--- src/rtl/pud_pkg.sv ---
`default_nettype none

package pud_pkg;

    localparam int COUNT_BITS = 24;
    localparam int FIFO_DEPTH = 4;
    localparam int FIFO_AW    = $clog2(FIFO_DEPTH);
    localparam int FIFO_CW    = $clog2(FIFO_DEPTH + 1);
    localparam int MAX_OUT    = 3;

    localparam logic [7:0] CH_PCT   = 8'h25;
    localparam logic [7:0] CH_PLUS  = 8'h2B;
    localparam logic [7:0] CH_SPACE = 8'h20;

    typedef enum logic [1:0] {
        PH_IDLE  = 2'd0,
        PH_PCT   = 2'd1,
        PH_DIGIT = 2'd2
    } phase_t;

    typedef struct packed {
        logic [MAX_OUT-1:0][7:0] bytes;
        logic [1:0]              cnt;
        logic                    last;
    } pkt_t;

    function automatic logic is_hex(input logic [7:0] c);
        return (c >= 8'h30 && c <= 8'h39) || (c >= 8'h61 && c <= 8'h66)
            || (c >= 8'h41 && c <= 8'h46);
    endfunction

    function automatic logic [3:0] hex_val(input logic [7:0] c);
        logic [7:0] v;
        v = 8'd0;
        if (c >= 8'h30 && c <= 8'h39) begin
            v = c - 8'h30;
        end else if (c >= 8'h61 && c <= 8'h66) begin
            v = c - 8'h57;
        end else if (c >= 8'h41 && c <= 8'h46) begin
            v = c - 8'h37;
        end
        return v[3:0];
    endfunction

    function automatic logic is_text(input logic [7:0] b);
        return (b >= 8'h20 && b <= 8'h7E) || (b >= 8'h09 && b <= 8'h0D);
    endfunction

endpackage

`default_nettype wire

--- src/rtl/pud_front.sv ---
`default_nettype none

module pud_front
    import pud_pkg::*;
(
    input  wire logic       aclk,
    input  wire logic       aresetn,
    input  wire logic       s_tvalid,
    output logic            s_tready,
    input  wire logic [7:0] s_tdata,   // in_byte
    input  wire logic       s_tlast,   // in_last
    input  wire logic       queue_full,
    output logic            push,
    output pkt_t            pkt
);

    phase_t     phase_reg, phase_next;
    logic [7:0] held_reg, held_next;

    logic [MAX_OUT-1:0][7:0] b;
    logic [1:0]              n;
    logic                    accept;

    assign s_tready = !queue_full;
    assign accept   = s_tvalid && s_tready;
    assign push     = accept && (n != 2'd0);

    always_comb begin
        b          = '0;
        n          = 2'd0;
        phase_next = PH_IDLE;
        held_next  = held_reg;
        unique case (phase_reg)
            PH_IDLE: begin
                if (s_tdata == CH_PCT) begin
                    phase_next = PH_PCT;
                end else begin
                    b[n] = (s_tdata == CH_PLUS) ? CH_SPACE : s_tdata;
                    n    = n + 2'd1;
                end
            end
            PH_PCT: begin
                if (is_hex(s_tdata)) begin
                    held_next  = s_tdata;
                    phase_next = PH_DIGIT;
                end else begin
                    b[n] = CH_PCT;
                    n    = n + 2'd1;
                    if (s_tdata == CH_PCT) begin
                        phase_next = PH_PCT;
                    end else begin
                        b[n] = (s_tdata == CH_PLUS) ? CH_SPACE : s_tdata;
                        n    = n + 2'd1;
                    end
                end
            end
            PH_DIGIT: begin
                if (is_hex(s_tdata)) begin
                    b[n] = {hex_val(held_reg), hex_val(s_tdata)};
                    n    = n + 2'd1;
                end else begin
                    b[n] = CH_PCT;
                    n    = n + 2'd1;
                    b[n] = held_reg;
                    n    = n + 2'd1;
                    if (s_tdata == CH_PCT) begin
                        phase_next = PH_PCT;
                    end else begin
                        b[n] = (s_tdata == CH_PLUS) ? CH_SPACE : s_tdata;
                        n    = n + 2'd1;
                    end
                end
            end
            default: begin
                phase_next = PH_IDLE;
            end
        endcase
        // flush whatever is held at end of buffer
        if (s_tlast) begin
            if (phase_next == PH_PCT) begin
                b[n] = CH_PCT;
                n    = n + 2'd1;
            end else if (phase_next == PH_DIGIT) begin
                b[n] = CH_PCT;
                n    = n + 2'd1;
                b[n] = held_next;
                n    = n + 2'd1;
            end
            phase_next = PH_IDLE;
            held_next  = 8'd0;
        end
    end

    assign pkt.bytes = b;
    assign pkt.cnt   = n;
    assign pkt.last  = s_tlast;

    always_ff @(posedge aclk) begin
        if (!aresetn) begin
            phase_reg <= PH_IDLE;
            held_reg  <= 8'd0;
        end else if (accept) begin
            phase_reg <= phase_next;
            held_reg  <= held_next;
        end
    end

endmodule

`default_nettype wire

--- src/rtl/pud_fifo.sv ---
`default_nettype none

module pud_fifo
    import pud_pkg::*;
(
    input  wire logic aclk,
    input  wire logic aresetn,
    input  wire logic push,
    input  wire pkt_t wr_pkt,
    input  wire logic pop,
    output pkt_t      rd_pkt,
    output logic      full,
    output logic      not_empty
);

    pkt_t               mem [FIFO_DEPTH];
    logic [FIFO_AW-1:0] wr_ptr_reg, rd_ptr_reg;
    logic [FIFO_CW-1:0] count_reg;
    logic               do_push, do_pop;

    assign full      = (count_reg == FIFO_CW'(FIFO_DEPTH));
    assign not_empty = (count_reg != '0);
    assign do_push   = push && !full;
    assign do_pop    = pop && not_empty;
    assign rd_pkt    = mem[rd_ptr_reg];

    always_ff @(posedge aclk) begin
        if (do_push) begin
            mem[wr_ptr_reg] <= wr_pkt;
        end
    end

    always_ff @(posedge aclk) begin
        if (!aresetn) begin
            wr_ptr_reg <= '0;
            rd_ptr_reg <= '0;
            count_reg  <= '0;
        end else begin
            if (do_push) begin
                wr_ptr_reg <= wr_ptr_reg + 1'b1;
            end
            if (do_pop) begin
                rd_ptr_reg <= rd_ptr_reg + 1'b1;
            end
            if (do_push && !do_pop) begin
                count_reg <= count_reg + 1'b1;
            end else if (do_pop && !do_push) begin
                count_reg <= count_reg - 1'b1;
            end
        end
    end

endmodule

`default_nettype wire

--- src/rtl/pud_back.sv ---
`default_nettype none

module pud_back
    import pud_pkg::*;
(
    input  wire logic       aclk,
    input  wire logic       aresetn,
    input  wire pkt_t       head,
    input  wire logic       head_valid,
    output logic            pop,
    output logic            m_tvalid,
    input  wire logic       m_tready,
    output logic [7:0]      m_tdata,   // out_byte
    output logic            m_tlast,   // out_last
    output logic            m_tuser,   // accepted
    output logic [1:0]      idx
);

    localparam logic [COUNT_BITS-1:0] CNT_MAX = '1;

    logic [1:0]            idx_reg;
    logic [COUNT_BITS-1:0] emitted_reg, emitted_next;
    logic [COUNT_BITS-1:0] printable_reg, printable_next;
    logic                  valid_reg;
    logic [7:0]            data_reg;
    logic                  last_reg, acc_reg;

    logic [7:0]            cur;
    logic                  is_end, load, end_of_buf;
    logic [COUNT_BITS+2:0] p5, e2;

    assign cur        = head.bytes[idx_reg];
    assign is_end     = (idx_reg + 2'd1 == head.cnt);
    assign load       = head_valid && (!valid_reg || m_tready);
    assign pop        = load && is_end;
    assign end_of_buf = head.last && is_end;
    assign idx        = idx_reg;

    always_comb begin
        emitted_next   = (emitted_reg != CNT_MAX) ? emitted_reg + 1'b1 : emitted_reg;
        printable_next = printable_reg;
        if (is_text(cur) && printable_reg != CNT_MAX) begin
            printable_next = printable_reg + 1'b1;
        end
        p5 = {1'b0, printable_next, 2'b00} + {3'b000, printable_next};
        e2 = {2'b00, emitted_next, 1'b0};
    end

    always_ff @(posedge aclk) begin
        if (load) begin
            data_reg <= cur;
            last_reg <= end_of_buf;
            acc_reg  <= end_of_buf && !(p5 < e2);
        end
    end

    always_ff @(posedge aclk) begin
        if (!aresetn) begin
            valid_reg     <= 1'b0;
            idx_reg       <= 2'd0;
            emitted_reg   <= '0;
            printable_reg <= '0;
        end else begin
            if (load) begin
                valid_reg <= 1'b1;
                idx_reg   <= is_end ? 2'd0 : idx_reg + 2'd1;
                if (end_of_buf) begin
                    emitted_reg   <= '0;
                    printable_reg <= '0;
                end else begin
                    emitted_reg   <= emitted_next;
                    printable_reg <= printable_next;
                end
            end else if (m_tready) begin
                valid_reg <= 1'b0;
            end
        end
    end

    assign m_tvalid = valid_reg;
    assign m_tdata  = data_reg;
    assign m_tlast  = last_reg;
    assign m_tuser  = acc_reg;

endmodule

`default_nettype wire

--- src/rtl/percent_url_decoder_core.sv ---
// URL percent decoder, streaming.
// Input channel s_*: one raw byte per request in s_tdata, s_tlast on the
// final byte of a buffer. Output channel m_*: one decoded byte per request,
// m_tlast on the final decoded byte, m_tuser on that byte set when at least
// 0.4 of the decoded bytes are printable or whitespace (counters saturate).
// Each input byte yields 0 to 3 output bytes ("%XY" one byte, broken or
// cut-off escapes pass through literally).
// The first result of an accepted input request passes the queue write,
// then the output register. Throughput: one input request per cycle while
// the 4-entry packet queue has room; the output side drains one byte per
// cycle while m_tready is high, so the sustained rate is set by the single
// output register.
// Reset (aresetn low, synchronous) empties the queue, drops any held escape
// and clears the counters. A stalled receiver holds m_* steady; the queue
// then fills and s_tready drops.
`default_nettype none

module percent_url_decoder_core
    import pud_pkg::*;
(
    input  wire logic       aclk,
    input  wire logic       aresetn,
    input  wire logic       s_tvalid,
    output logic            s_tready,
    input  wire logic [7:0] s_tdata,   // in_byte
    input  wire logic       s_tlast,   // in_last
    output logic            m_tvalid,
    input  wire logic       m_tready,
    output logic [7:0]      m_tdata,   // out_byte
    output logic            m_tlast,   // out_last
    output logic            m_tuser    // accepted
);

    pkt_t       wr_pkt, head;
    logic       push, pop, full, not_empty;
    logic [1:0] idx;

    pud_front u_front (
        .aclk       (aclk),
        .aresetn    (aresetn),
        .s_tvalid   (s_tvalid),
        .s_tready   (s_tready),
        .s_tdata    (s_tdata),
        .s_tlast    (s_tlast),
        .queue_full (full),
        .push       (push),
        .pkt        (wr_pkt)
    );

    pud_fifo u_fifo (
        .aclk      (aclk),
        .aresetn   (aresetn),
        .push      (push),
        .wr_pkt    (wr_pkt),
        .pop       (pop),
        .rd_pkt    (head),
        .full      (full),
        .not_empty (not_empty)
    );

    pud_back u_back (
        .aclk       (aclk),
        .aresetn    (aresetn),
        .head       (head),
        .head_valid (not_empty),
        .pop        (pop),
        .m_tvalid   (m_tvalid),
        .m_tready   (m_tready),
        .m_tdata    (m_tdata),
        .m_tlast    (m_tlast),
        .m_tuser    (m_tuser),
        .idx        (idx)
    );

    a_flag_on_last: assert property (@(posedge aclk) disable iff (!aresetn)
        m_tvalid && m_tuser |-> m_tlast)
        else $error("accept flag outside final byte");

    a_no_push_when_full: assert property (@(posedge aclk) disable iff (!aresetn)
        full |-> !s_tready)
        else $error("input taken while queue full");

    a_idx_in_packet: assert property (@(posedge aclk) disable iff (!aresetn)
        not_empty |-> (idx < head.cnt))
        else $error("byte index past packet end");

    a_reset_clears_out: assert property (@(posedge aclk)
        !aresetn |=> !m_tvalid)
        else $error("output valid after reset");

endmodule

`default_nettype wire
--- config.mk ---
export PLATFORM = sky130hd
export DESIGN_NAME = percent_url_decoder_core
export DESIGN_NICKNAME = d
export VERILOG_FILES = /design/src/rtl/pud_pkg.sv /design/src/rtl/pud_front.sv /design/src/rtl/pud_fifo.sv /design/src/rtl/pud_back.sv /design/src/rtl/percent_url_decoder_core.sv
export SDC_FILE = /design/constraint.sdc
export NUM_CORES = 1
export LEC_CHECK = 0
export ABC_AREA = 1
export BUFFER_PORTS_ARGS = -buffer_cell sky130_fd_sc_hd__clkbuf_2
export CELL_PAD_IN_SITES_DETAIL_PLACEMENT = 1
export CELL_PAD_IN_SITES_GLOBAL_PLACEMENT = 1
export CORE_UTILIZATION = 44
export CTS_CLUSTER_DIAMETER = 80
export CTS_CLUSTER_SIZE = 30
export DETAILED_ROUTE_END_ITERATION = 8
export PLACE_DENSITY_LB_ADDON = 0.3
export SYNTH_ARGS = -nofsm -noshare
export SYNTH_HDL_FRONTEND = slang
export SYNTH_SLANG_ARGS = --single-unit
export TNS_END_PERCENT = 1
--- constraint.sdc ---
create_clock -name aclk -period 6.5 [get_ports aclk]
set_input_delay 0.975 -clock aclk [delete_from_list [all_inputs] [get_ports aclk]]
set_output_delay 0.975 -clock aclk [all_outputs]
set_load 0.05 [all_outputs]
==> summary.md <==
| Metric | Value |
|---|---|
| Status | `completed` |
| Layout area overhead | `8.52%` |
| Fin. Hold Viols | `0` |
| WHS Path Cells | `2` |
| Fin util | `0.492` |
| Post-placement cell count | `1,794` |
| Ys flop type | `edfxtp_1` |
| Post-route ant nets | `0` |
| H-tree depth | `4` |
| Pre-CTS setup slack | `0.888 ns` |
| Pwr dens | `315 nW/um^2` |
| Mapped Cells | `1,470` |
| Area leader, netlist | `edfxtp_1` |
| CTS tree | `built` |
| Max FO, Critical Path | `32` |
| Non-filler cells, final | `1,826` |
| CP Data Arrival Time | `5.89 ns` |
| Resize count post-CTS | `0` |
| FMAX | `0.175 GHz` |
| Clock tree buffer depth | `2` |
| RSZ-0062 raised after global routing | `no` |
| Grt met3 use | `0.0366` |
| Rel. slew slack | `0.237` |
| Seq/Total Area, Yosys | `0.429` |
| Iter 0 DRT Violations | `650` |
| Tot GR Track Use | `0.249` |
| Total grt overflow | `0` |
| Cell Area, Synth | `11,500 sq um` |
| Crit path time final | `5.70 ns` |
| Leak | `5.32 nW` |
| Mapped Avg Cell Area | `7.84 sq um` |
| Hold-fix buffers, CTS | `0` |
| First-pass GRT wire length | `52.0 mm` |
| NetSw | `1.62 mW` |
| Share of total power in sequential cells | `0.373` |
| TNS Setup | `0 ns` |
| Tcrit/Tclk final | `0.878` |
| Post-CTS setup repair buffer count | `0` |
| Detail Placement HPWL | `23.2 mm` |
| DRC viols | `0` |
| Vias in the first global route | `10,238` |
| Yosys cell types | `52` |
| Clk Latency, worst-skew pair | `0.44 ns` |
| # clock sinks | `188` |
| Worst-path clk slew | `0.07 ns` |
| Kind of critical path | `reg -> reg` |
| Max-capacitance violation count | `0` |
| Data required time of the critical path | `6.69 ns` |
| Vias per cell | `5.38` |
| Comb pwr share | `0.358` |
| Final setup violation count | `0` |
| Die X | `164 microns` |
| DR pass1 iterations | `5` |
| Setup slack after layout | `0.795 ns` |
| Ranking of synthesized cells by area | `edfxtp_1 (31%), nand2_1 (13%), dfxtp_1 (12%)` |
| CP peak stage delay | `0.38 ns` |
| Pin count of the biggest net entering global routing | `60` |
| Antenna Cells | `0` |
| Ys async rst share | `0` |
| Core area | `25,400 sq um` |
| Hold Crit Class | `reg -> reg` |
| Number of synthesized flops with an enable pin | `118` |
| Startpoint types | `flip-flop` |
| Synth warn | `0` |
| GRT busiest layer | `met2` |
| Crit end category | `flip-flop` |
| Top Ports | `25` |
| Routed via count | `9,829` |
| Internal | `2.32 mW` |
| Die Ht | `164 microns` |
| Clock skew | `0.0105 ns` |
| Syn nets | `1,553` |
| Clock Power Share | `0.269` |
| Die area | `26,800 sq um` |
| Measured slew at the worst slew-check pin | `1.14 ns` |
| Nets | `1,566` |
| Gpl congestion | `0.912` |
| CTS buffer count | `17` |
| Switching Fraction | `0.411` |
| CTS root buf | `clkbuf_16` |
| Total Wirelength | `31.9 mm` |
| Met2 usage | `0.420` |
| Number of flip-flops under the largest register name | `108` |
| Share of cells above drive strength 1 | `0.0755` |
| Number of port buffers | `24` |
| Initial core utilization | `0.453` |
| Met1 global-route usage | `0.333` |
| Max Slew Vio Count | `0` |
| Worst R2R Path Depth | `32` |
| Worst ir drop on vdd | `340 uV` |
| Post-synth top area share | `0.308` |
| #FFs+latches synth | `188` |
| Initial antenna violation count | `0` |
| CP max-delay cell | `dfxtp_2` |
| Row count | `58` |
| Cell mode on critical path | `nand2_1` |
| WL/cell | `17.5 microns` |
-- cell usage after synthesis (3+ instances only) --
cell type and instances:
inv_2 12, a22oi_1 4, edfxtp_1 118, o21ai_0 52
ha_1 68, inv_1 208, a31oi_1 5, a32oi_1 4
nor2_1 123, clkbuf_1 14, dfxtp_1 70, nand3_1 56
o31ai_1 3, a2bb2oi_1 3, nand2_1 395, and3_1 3
o21ai_1 17, xor2_1 39, buf_4 4, nor3_2 5
nor4_2 3, o21a_1 3, nor2_2 4, a21oi_2 3
a211oi_1 6, nor4_1 7, o22ai_1 11, o211ai_1 5
buf_6 8, xnor2_1 23, buf_2 15, nand4_1 12
nand2_2 6, a21oi_1 112, or2_2 3, nor3_1 27
-- stage by stage --
| stage | hold WS [ns] | area, sq um | power [mW] |
|---|---|---|---|
| 2_1_floorplan | 0.445 | 11500 | 2.51 |
| 3_3_place_gp | 0.454 | 11900 | 2.86 |
| 3_5_place_dp | 0.460 | 11900 | 2.89 |
| 4_1_cts | 0.475 | 12500 | 3.97 |
| 5_1_grt | 0.490 | 12500 | 4.16 |
| 6_report | 0.478 | 12500 | 3.94 |
-- routing by layer --
layer | share of wire | wire length (microns)
met3 | 0.041 | 1310
met5 | 0 | 0
met4 | 0.013 | 414
met1 | 0.48 | 15300
met2 | 0.47 | 14900
-- cells in the final DEF, fill, tap and decap left out, types with 12 or more instances in the layout --
cell type and instances:
xor2_1 39, nor3_1 27, o21ai_1 17, clkbuf_16 17
clkbuf_2 24, ha_1 68, inv_1 208, nand4_1 12
o21ai_0 52, inv_2 12, a21oi_1 112, xnor2_1 23
edfxtp_1 118, nand2_1 395, dfxtp_1 69, nor2_1 119
nand3_1 56
-- final cells by class --
| cell class | count | area, sq um |
|---|---|---|
| Inverter | 222 | 838 |
| Timing Repair Buffer | 35 | 203 |
| Clock buffer | 17 | 425 |
| Fill cell | 3211 | 12900 |
| Tap cell | 330 | 413 |
| Clock inverter | 15 | 170 |
| Sequential cell | 188 | 4950 |
| Multi-Input combinational cell | 1019 | 5500 |
-- critical path, delay by kind of cell, from the launching register on --
kind	cells	cell delay, ns
xor gates and xnor gates	2	0.47
buffers and inverters	4	0.59
adders and majority gates	2	0.65
and+or+nand+nor	15	1.93
DFF	1	0.38
AOI/OAI and AO/OA	9	1.42
-- kinds of logic (layout without fill, tap and decap cells) --
| group | count (synthesis) | after routing | synth area share |
|---|---|---|---|
| flip-flops | 188 | 188 | 0.429 |
| XOR/XNOR | 62 | 62 | 0.0471 |
| AND/OR/NAND/NOR | 649 | 649 | 0.236 |
| adder cells (fa/ha/maj) | 70 | 70 | 0.0773 |
| AO/OA/AOI/OAI | 238 | 238 | 0.116 |
| buffers and inverters | 263 | 289 | 0.0943 |
-- path summary, 6_finish.rpt --
path / slack, ns / end / from
max: 0.80 / u_back.m_tuser / flip-flop
min: 0.48 / u_back.emitted_reg[12] / u_back.emitted_reg[12]
max reg2reg: 0.80 / u_back.m_tuser / flip-flop
min reg2reg: 0.48 / u_back.emitted_reg[12] / u_back.emitted_reg[12]
-- power groups by stage --
stage               registers, mW  clock network [mW]  logic (mW)
floorplan                    1.61                   0       0.909
global placement             1.49                   0        1.36
detailed placement           1.50                   0        1.39
CTS                          1.47                1.08        1.41
global route                 1.48                1.11        1.56
finish                       1.47                1.06        1.41
(Power assumes the default switching activity.)
